==> src/assert_macros.svh <==
// Assertion helpers for the RTL.
// ASSERT_PROP checks a property on every rising clock edge outside reset.
// ASSERT_NEVER checks that an expression is never true outside reset.
`ifndef ASSERT_MACROS_SVH
`define ASSERT_MACROS_SVH

`ifndef SYNTHESIS
`define ASSERT_PROP(lbl, clk, rst, prop, msg) \
  lbl: assert property (@(posedge clk) disable iff (rst) prop) else $error(msg);
`define ASSERT_NEVER(lbl, clk, rst, expr, msg) \
  lbl: assert property (@(posedge clk) disable iff (rst) !(expr)) else $error(msg);
`else
`define ASSERT_PROP(lbl, clk, rst, prop, msg)
`define ASSERT_NEVER(lbl, clk, rst, expr, msg)
`endif

`endif

==> src/hsk_pkg.sv <==
package hsk_pkg;

  localparam int SLOT_COUNT = 6;
  localparam int SLOT_IDX_W = $clog2(SLOT_COUNT);
  localparam int KEY_W      = 8;
  localparam int OUT_W      = KEY_W * (SLOT_COUNT + 1);

  // modifier usages 0xE0..0xE7 share these top five bits
  localparam logic [4:0] MOD_PREFIX = 5'b11100;

  typedef enum logic [1:0] {
    CMD_PRESS       = 2'd0,
    CMD_RELEASE     = 2'd1,
    CMD_RELEASE_ALL = 2'd2,
    CMD_SEND        = 2'd3
  } cmd_t;

  typedef enum logic [2:0] {
    ST_IDLE,
    ST_DECODE,
    ST_SCAN,
    ST_COMMIT,
    ST_SEND
  } state_t;

  typedef struct packed {
    logic load;        // latch input beat, reset scan
    logic mod_update;  // set or clear one modifier bit
    logic clear_all;   // empty the report
    logic scan_step;   // visit one slot
    logic commit;      // write pressed key into free slot
    logic send_load;   // copy report into output register
  } dp_ctrl_t;

  typedef struct packed {
    cmd_t cmd;
    logic link_up;
    logic key_zero;
    logic key_mod;
    logic last_slot;
    logic changed;
    logic out_busy;
  } dp_stat_t;

endpackage

==> src/hsk_controller.sv <==
module hsk_controller import hsk_pkg::*; (
  input  logic     clk,
  input  logic     rst,
  input  logic     in_valid,
  output logic     in_ready,
  input  dp_stat_t stat,
  output dp_ctrl_t ctrl
);

  state_t state, state_next;

  always_ff @(posedge clk) begin
    if (rst) begin
      state <= ST_IDLE;
    end else begin
      state <= state_next;
    end
  end

  always_comb begin
    state_next = state;
    unique case (state)
      ST_IDLE: begin
        if (in_valid) state_next = ST_DECODE;
      end
      ST_DECODE: begin
        if (!stat.link_up) begin
          state_next = ST_IDLE;
        end else begin
          unique case (stat.cmd) inside
            CMD_PRESS, CMD_RELEASE: begin
              if (stat.key_zero || stat.key_mod) state_next = ST_IDLE;
              else state_next = ST_SCAN;
            end
            CMD_RELEASE_ALL: state_next = ST_IDLE;
            CMD_SEND:        state_next = ST_SEND;
            default:         state_next = ST_IDLE;
          endcase
        end
      end
      ST_SCAN: begin
        if (stat.last_slot) begin
          state_next = (stat.cmd == CMD_PRESS) ? ST_COMMIT : ST_IDLE;
        end
      end
      ST_COMMIT: state_next = ST_IDLE;
      ST_SEND: begin
        if (!stat.changed || !stat.out_busy) state_next = ST_IDLE;
      end
      default: state_next = ST_IDLE;
    endcase
  end

  always_comb begin
    ctrl     = '0;
    in_ready = 1'b0;
    unique case (state)
      ST_IDLE: begin
        in_ready  = 1'b1;
        ctrl.load = in_valid;
      end
      ST_DECODE: begin
        if (stat.link_up) begin
          if ((stat.cmd == CMD_PRESS || stat.cmd == CMD_RELEASE) &&
              !stat.key_zero && stat.key_mod) begin
            ctrl.mod_update = 1'b1;
          end
          if (stat.cmd == CMD_RELEASE_ALL) ctrl.clear_all = 1'b1;
        end
      end
      ST_SCAN:   ctrl.scan_step = 1'b1;
      ST_COMMIT: ctrl.commit    = 1'b1;
      ST_SEND:   ctrl.send_load = stat.changed && !stat.out_busy;
      default: begin
      end
    endcase
  end

endmodule

==> src/hsk_datapath.sv <==
`include "assert_macros.svh"

module hsk_datapath import hsk_pkg::*; (
  input  logic                 clk,
  input  logic                 rst,
  input  dp_ctrl_t             ctrl,
  output dp_stat_t             stat,
  input  logic [1:0]           in_cmd,
  input  logic [KEY_W-1:0]     in_key,
  input  logic                 in_link,
  output logic                 out_valid,
  input  logic                 out_ready,
  output logic [OUT_W-1:0]     out_data
);

  cmd_t                  cmd_q;
  logic [KEY_W-1:0]      key_q;
  logic                  link_q;
  logic [KEY_W-1:0]      mods;
  logic [KEY_W-1:0]      slots [SLOT_COUNT];
  logic                  changed;
  logic [SLOT_IDX_W-1:0] idx;
  logic                  found;
  logic                  free_ok;
  logic [SLOT_IDX_W-1:0] free_idx;

  logic [KEY_W-1:0] mod_mask;
  logic [KEY_W-1:0] cur_slot;
  logic             cur_match;
  logic             any_held;

  assign mod_mask  = KEY_W'(1) << key_q[2:0];
  assign cur_slot  = slots[idx];
  assign cur_match = (cur_slot == key_q);

  always_comb begin
    any_held = (mods != '0);
    for (int i = 0; i < SLOT_COUNT; i++) begin
      if (slots[i] != '0) any_held = 1'b1;
    end
  end

  always_ff @(posedge clk) begin
    if (ctrl.load) begin
      cmd_q  <= cmd_t'(in_cmd);
      key_q  <= in_key;
      link_q <= in_link;
    end
  end

  // scan bookkeeping
  always_ff @(posedge clk) begin
    if (ctrl.load) begin
      idx     <= '0;
      found   <= 1'b0;
      free_ok <= 1'b0;
    end else if (ctrl.scan_step) begin
      idx <= idx + SLOT_IDX_W'(1);
      if (cmd_q == CMD_PRESS) begin
        if (cur_match) found <= 1'b1;
        if (!free_ok && cur_slot == '0) begin
          free_ok  <= 1'b1;
          free_idx <= idx;
        end
      end
    end
  end

  // report state
  always_ff @(posedge clk) begin
    if (rst) begin
      mods    <= '0;
      changed <= 1'b0;
      for (int i = 0; i < SLOT_COUNT; i++) slots[i] <= '0;
    end else begin
      if (ctrl.mod_update) begin
        if (cmd_q == CMD_PRESS && (mods & mod_mask) == '0) begin
          mods    <= mods | mod_mask;
          changed <= 1'b1;
        end else if (cmd_q == CMD_RELEASE && (mods & mod_mask) != '0) begin
          mods    <= mods & ~mod_mask;
          changed <= 1'b1;
        end
      end
      if (ctrl.clear_all && any_held) begin
        mods    <= '0;
        changed <= 1'b1;
        for (int i = 0; i < SLOT_COUNT; i++) slots[i] <= '0;
      end
      if (ctrl.scan_step && cmd_q == CMD_RELEASE && cur_match) begin
        slots[idx] <= '0;
        changed    <= 1'b1;
      end
      if (ctrl.commit && !found && free_ok) begin
        slots[free_idx] <= key_q;
        changed         <= 1'b1;
      end
      if (ctrl.send_load) changed <= 1'b0;
    end
  end

  // output register
  always_ff @(posedge clk) begin
    if (rst) begin
      out_valid <= 1'b0;
    end else if (ctrl.send_load) begin
      out_valid <= 1'b1;
    end else if (out_ready) begin
      out_valid <= 1'b0;
    end
  end

  always_ff @(posedge clk) begin
    if (ctrl.send_load) begin
      out_data[KEY_W-1:0] <= mods;
      for (int i = 0; i < SLOT_COUNT; i++) begin
        out_data[KEY_W*(i+1) +: KEY_W] <= slots[i];
      end
    end
  end

  always_comb begin
    stat.cmd       = cmd_q;
    stat.link_up   = link_q;
    stat.key_zero  = (key_q == '0);
    stat.key_mod   = (key_q[KEY_W-1:3] == MOD_PREFIX);
    stat.last_slot = (idx == SLOT_IDX_W'(SLOT_COUNT - 1));
    stat.changed   = changed;
    stat.out_busy  = out_valid;
  end

  `ASSERT_NEVER(a_no_overwrite, clk, rst, ctrl.send_load && out_valid, "report beat overwritten before taken")
  `ASSERT_PROP(a_send_clears, clk, rst, ctrl.send_load |=> !changed, "changed flag survived a send")
  `ASSERT_PROP(a_scan_cmd, clk, rst, ctrl.scan_step |-> (cmd_q == CMD_PRESS || cmd_q == CMD_RELEASE), "slot scan for wrong command")
  `ASSERT_PROP(a_mod_marks, clk, rst, (!$past(rst) && !$stable(mods)) |-> changed, "modifier change not marked")

endmodule

==> src/hid_six_key_report_builder.sv <==
// HID boot keyboard report builder, six-key rollover.
// Input stream: one beat per key event. tuser carries the command (press,
// release, release all, send); tdata carries the key usage and the link flag.
// Output stream: one beat per report, emitted only by a send command that
// finds the report changed since the last send; other commands give no beat.
// Timing: s_axis_tready is high only while the controller is idle. A modifier
// press/release, release all, or any dropped event returns to idle straight
// from decode; a normal key press/release walks the six slots one per cycle.
// A send that finds the report changed loads it once the output register is free,
// and the report appears on m_axis as the controller returns to idle.
// The slot walk goes through the single slot comparator.
// Stalls: the report sits in an output register, so further events are taken
// while it waits; a send with a changed report waits until the last beat has gone.
// Reset (rst, synchronous): empties the report, clears the changed flag and
// drops any beat waiting on m_axis.
module hid_six_key_report_builder import hsk_pkg::*; (
  input  logic        clk,
  input  logic        rst,
  input  logic        s_axis_tvalid,
  output logic        s_axis_tready,
  input  logic [15:0] s_axis_tdata,   // [7:0] key_code, [8] link_up, [15:9] zero
  input  logic [1:0]  s_axis_tuser,   // [1:0] command
  output logic        m_axis_tvalid,
  input  logic        m_axis_tready,
  output logic [55:0] m_axis_tdata    // [7:0] modifier_bits, [15:8] slot_key_0 ..
                                      // [55:48] slot_key_5
);

  dp_ctrl_t ctrl;
  dp_stat_t stat;

  hsk_controller u_ctrl (
    .clk      (clk),
    .rst      (rst),
    .in_valid (s_axis_tvalid),
    .in_ready (s_axis_tready),
    .stat     (stat),
    .ctrl     (ctrl)
  );

  hsk_datapath u_dp (
    .clk       (clk),
    .rst       (rst),
    .ctrl      (ctrl),
    .stat      (stat),
    .in_cmd    (s_axis_tuser),
    .in_key    (s_axis_tdata[7:0]),
    .in_link   (s_axis_tdata[8]),
    .out_valid (m_axis_tvalid),
    .out_ready (m_axis_tready),
    .out_data  (m_axis_tdata)
  );

endmodule

==> config.mk <==
export PLATFORM = sky130hd
export DESIGN_NAME = hid_six_key_report_builder
export DESIGN_NICKNAME = d
export VERILOG_FILES = /design/src/hsk_pkg.sv /design/src/hsk_controller.sv /design/src/hsk_datapath.sv /design/src/hid_six_key_report_builder.sv
export VERILOG_INCLUDE_DIRS = /design/src /design/src/src
export SDC_FILE = /design/constraint.sdc
export NUM_CORES = 1
export LEC_CHECK = 0
export BUFFER_PORTS_ARGS = -buffer_cell sky130_fd_sc_hd__buf_2
export CORE_MARGIN = 2
export CORE_UTILIZATION = 58
export DETAILED_ROUTE_END_ITERATION = 16
export GPL_TIMING_DRIVEN = 0
export PLACE_DENSITY_LB_ADDON = 0.08
export SKIP_CTS_REPAIR_TIMING = 1
export SYNTH_ARGS = -nofsm -noshare
export SYNTH_HDL_FRONTEND = slang
export SYNTH_SLANG_ARGS = --single-unit
==> constraint.sdc <==
create_clock -name clk -period 4.8 [get_ports clk]
set_clock_uncertainty 0.2 [all_clocks]
set_input_delay 1.2 -clock clk [delete_from_list [all_inputs] [get_ports clk]]
set_output_delay 1.2 -clock clk [all_outputs]
set_load 0.02 [all_outputs]
Word level (Yosys, flattened, before mapping)
Memories as Yosys holds them, arrays and structs flattened. A register that Yosys moved wholly into a read port is not among the register bits.
Index checks and enable logic that the tools add are counted.
{ "totals": {"register_bits": 88, "mem_bits_rw": 48, "input_bits": 22, "memories": 1} }
{ "op_classes": {"n_reduce_logical": 47, "muxes": 58, "n_shift": 1, "bitwise": 11, "eq_ne": 13, "add_sub_neg": 1} }
{ "memory_table": {"columns": ["memory", "depth", "width", "read_ports", "rd_clocked_by_memory_dff", "wr", "line_no", "rtl"], "rows": [
  ["u_dp.slots", 6, 8, 7, 1, 6, "hsk_datapath.sv:20", "logic [KEY_W-1:0] slots [SLOT_COUNT];"]
]} }
{ "op_table": {"columns": ["cell", "count"], "rows": [
  ["$mux 8", 10],
  ["$reduce_bool 8->1", 8],
  ["$mux 1", 34],
  ["$logic_not 8->1", 3],
  ["$mux 3", 8],
  ["$and 8x8->8", 2],
  ["$reduce_or 8->1", 2],
  ["$pmux 3 s4", 1],
  ["$logic_and 1x1->1", 11],
  ["$reduce_and 3->1", 3],
  ["$eq 8x8->1", 1],
  ["$mux 2", 4],
  ["$not 8->8", 1],
  ["$or 8x8->8", 1],
  ["$shl 1x3->8 const A", 1],
  ["$eq 3x2->1 const B", 2],
  ["$eq 3x3->1 const B", 2],
  ["$or 1x1->1", 6],
  ["$pmux 3 s2", 1],
  ["$reduce_or 2->1", 3],
  ["$eq 5x5->1 const B", 1],
  ["$logic_not 1->1", 5],
  ["$reduce_bool 5->1", 1],
  ["$eq 2x2->1 const B", 2],
  ["13 further kinds", 18]
]} }

Logic depth before layout (Yosys ltp)
An unclocked memory read counts as a cell.
{ "logic_depth": {"word_depth": 15, "mapped_depth": 9} }

By module
From an unflattened synthesis, not the netlist that was laid out.
{ "unflattened": {"hier_cells": 465, "hier_area_um2": 6538.8} }
{ "by_module_without_submodules": {"columns": ["module", "area_each_um2", "n_inst", "cells_per_inst", "seq_area_each_um2"], "rows": [
  ["hsk_datapath", 6322.3, 1, 436, 4384.2],
  ["hsk_controller", 216.5, 1, 29, 60.1]
]} }

Least setup slack after synthesis
OpenSTA, ideal clock, no wires.
{ "synth_path": {"kind": "flip-flop to flip-flop", "startpoint": "register u_ctrl.state[1]", "endpoint": "register u_dp.changed", "t_required_ns": 4.357, "arrival_time_ns": 3.479, "path_buffers": 1, "synth_period_minus_slack_ns": 3.923, "stages_incl_launch_ff": 8, "slack_ns": 0.877, "path_cell_list": "dfxtp_1 clkbuf_1 nor2_1 nand3_1 nor2_1 nor2_1 o31ai_1 o41ai_2"} }
{ "synth_rtl": {"columns": ["item", "line_no", "rtl"], "rows": [
  ["start, declared", "hsk_controller.sv:10", "state_t state, state_next;"],
  ["start signal, assigned", "hsk_controller.sv:16", "state <= state_next;"],
  ["end signal, assigned", "hsk_datapath.sv:73", "changed <= 1'b0;"],
  ["end signal, assigned", "hsk_datapath.sv:79", "changed <= 1'b1;"],
  ["end signal, assigned", "hsk_datapath.sv:82", "changed <= 1'b1;"],
  ["end, declared", "hsk_datapath.sv:21", "logic changed;"]
]} }

==> flow_summary_export.csv <==
group,metric,value,unit
synth,synth_top_family_by_area,"simple AND/OR/NAND/NOR gates",
timing,tightest_slew,1.34,ns
timing,whs,0.283,ns
critical_path,r2r_end,"u_dp.slots[2][5]",
timing,finalSetupTns,0,ns
timing,rsz0062_at_grt,"false",
layout,multi_input_area,0.00191,mm^2
clock_tree,cts_made_buffers,17,
floorplan,core,0.0108,mm^2
synth,synth_area_leaders,"edfxtp_1 62%, dfxtp_1 6.5%, mux2i_1 3.9%",
layout,regArea,0.00444,mm^2
synth,synth-seq-area-share,68.9,%
synth,synth-edff-count,134,
clock_tree,cts_tree,"yes",
global_routing,grtUsageMet3,4.92,%
critical_path,cp.required,4.74,ns
detailed_routing,first_pass_iters,5,
critical_path,reg2reg_depth,8,
timing,hold_violations,0,
global_routing,grtUsageMet1,35.7,%
detailed_routing,drc,0,
placed_design,dpl_worst_slack,0.0580,ns
pwr,peakVddDrop,0.220,mV
synth,synth_adder_area_share,0.388,%
pwr,cellLeakagePower,2.65,nW
clock_tree,h-tree-depth,4,
layout,final_cell_mix,"134 x edfxtp_1, 78 x buf_2, 45 x nor2_1",
synth,yosys.area_share.simple,13.9,%
critical_path,r2r_slack,0.42,ns
detailed_routing,drt_wl_total,14700,um
global_routing,busiest_layer,"met2",
layout,final_nets,570,
global_routing,grt_pass1_wl,22300,um
detailed_routing,num_vias,4192,
synth,synth.top_cell.area_share,62.4,%
flow_run,drv_cap,0,
synth,async_reset_ff_share,0,%
global_routing,met2_usage,41.4,%
pwr,powerDensity,394,mW/mm^2
synth,netlist_area,0.00645,mm^2
critical_path,worst_ep_arrival_time,4.32,ns
synth,yosys.area.top_type,"edfxtp_1",
placed_design,gp_congestion,0.854,
timing,slew_headroom,9.60,%
floorplan,initial_core_util,59.5,%
placed_design,numPortBuffers,71,
synth,synth_compound_area_share,6.21,%
detailed_routing,ant_nets,0,
synth,synth_nets,477,
synth,syn-instance-count,453,
clock_tree,cts.clk_slew.worst_paths,0.06,ns
layout,design_area,0.00762,mm^2
timing,setup_slack,0.425,ns
critical_path,startpoint_type,"flop",
layout,drive_above_1_share,23.4,%
detailed_routing,wl_per_cell,21.0,um
layout,final_util,70.3,%
floorplan,die_h,109,um
synth,synthMuxAreaShare,8.01,%
critical_path,crit_end,"u_dp.slots[2][5]",
global_routing,grt_overflow,0,
floorplan,rows,38,
floorplan,dieWidth,109,um
pwr,power,3.00,mW
critical_path,cp_max_fo,10,
synth,synthFlopType,"edfxtp_1",
timing,max_freq,0.229,GHz
synth,yosys_warnings,0,
timing,finalSetupViolations,0,
layout,n_fill_cell,763,
critical_path,path_class,"reg2reg",
layout,final_common_cell,"edfxtp_1",
placed_design,dpl_cell_area,0.00703,mm^2
clock_tree,insertion_delay,0.53,ns
global_routing,grtUsageTotal,26.2,%
floorplan,ios,80,
clock_tree,clk_path_buf_depth,2,
layout,finalNonFillerCells,699,
detailed_routing,drt_iter0_drc,380,
synth,synth-seq-cells,155,
timing,period_needed,4.38,ns
floorplan,dieArea,0.0120,mm^2
detailed_routing,routed_via_density,6.00,
placed_design,dp.cells,667,
min_path,hp-class,"reg2reg",
synth,syn_area_per_cell,14.2,um^2
global_routing,antenna_found_initial,0,
layout,insertedDiodeCount,0,
critical_path,worst_setup_path_end_kind,"flop",
global_routing,grt_pass1_vias,3938,
clock_tree,clkSinkCount,155,
run_status,status,"complete, no violations",
clock_tree,cts_root_buf,"clkbuf_8",
layout,areaGrowthSynthToFinish,18.2,%
global_routing,grt_max_degree,36,
synth,synth-xor-area-share,0.796,%
placed_design,hpwl,10200,um
timing,slew_violations,0,
timing,period_share,91.1,%
synth,synth_cell_types,47,
layout make-up:
cell class | instances | area share (%)
Tap cell | 140 | 2.30
Inverter | 8 | 0.394
Clock buffer | 17 | 5.43
Timing Repair Buffer | 74 | 5.09
Clock inverter | 15 | 2.28
Multi-Input combinational cell | 272 | 25.1
Buffer | 18 | 1.08
Sequential cell | 155 | 58.3
layer usage:
layer,routed length [um],up-vias
met5,0,-
met4,486,0
met3,1070,35
met2,7100,198
met1,6020,2027
li1,-,1932
power by group:
part           internal (mW)  switching (mW)
combinational         0.0568          0.0916
clock                  0.792           0.533
sequential              1.49          0.0387
Yosys cell counts, types with 2 or more instances:
master,count
a31oi_1,3
and2_1,35
mux4_2,8
xor2_1,3
o22ai_1,2
o21ai_0,11
mux2i_1,25
or4_1,4
o21bai_1,3
nor3_1,9
nand2_1,20
nand2b_1,7
o41ai_2,2
o31ai_1,5
nand3_1,3
ha_1,2
nand4_1,6
a2111oi_0,2
o221ai_1,2
mux4_1,2
buf_2,6
edfxtp_1,134
nor2_1,46
and3_1,4
clkbuf_1,11
or3_1,6
a22oi_1,9
inv_1,8
nor2b_1,3
a21oi_1,15
a41oi_1,2
nor4_1,20
dfxtp_1,21
cell families (layout without fill, tap and decap cells):
logic type | Yosys count | after routing
fa+ha+maj | 2 | 2
xor+xnor | 5 | 5
compound gates | 59 | 59
simple gates | 169 | 169
buf+inv | 26 | 132
flops | 155 | 155
mux | 37 | 37
sequential cells by signal, summed over array words and instances (netlist names), 2 cells and up, named ones only:
name and cells:
u_dp.out_data 56, u_ctrl.state 3, u_dp.free_idx 3, u_dp.idx 3
u_dp.slots 64, u_dp.cmd_q 2, u_dp.key_q 8
worst max-delay path, stage by stage (launching register included):
cell and delay [ns]:
dfxtp_1 0.38, clkbuf_1 0.52, mux4_2 0.40, mux2i_1 0.33, xor2_1 0.20, o221ai_1 0.13
or4_1 0.55, buf_2 0.22, o21ai_0 1.06
how the worst min path moves through the flow:
stage	start	to	cells after the start
3_3_place_gp	u_dp.free_ok	u_dp.free_ok	2
4_1_cts	u_dp.free_ok	u_dp.free_ok	2
6_report	u_dp.free_ok	u_dp.free_ok	2
3_5_place_dp	u_dp.slots[2][4]	u_dp.out_data[28]	0
2_1_floorplan	flop	u_dp.out_data[7]	0
5_1_grt	u_dp.slots[2][5]	u_dp.out_data[29]	0
Note: power is estimated with default switching activity, not from simulation.
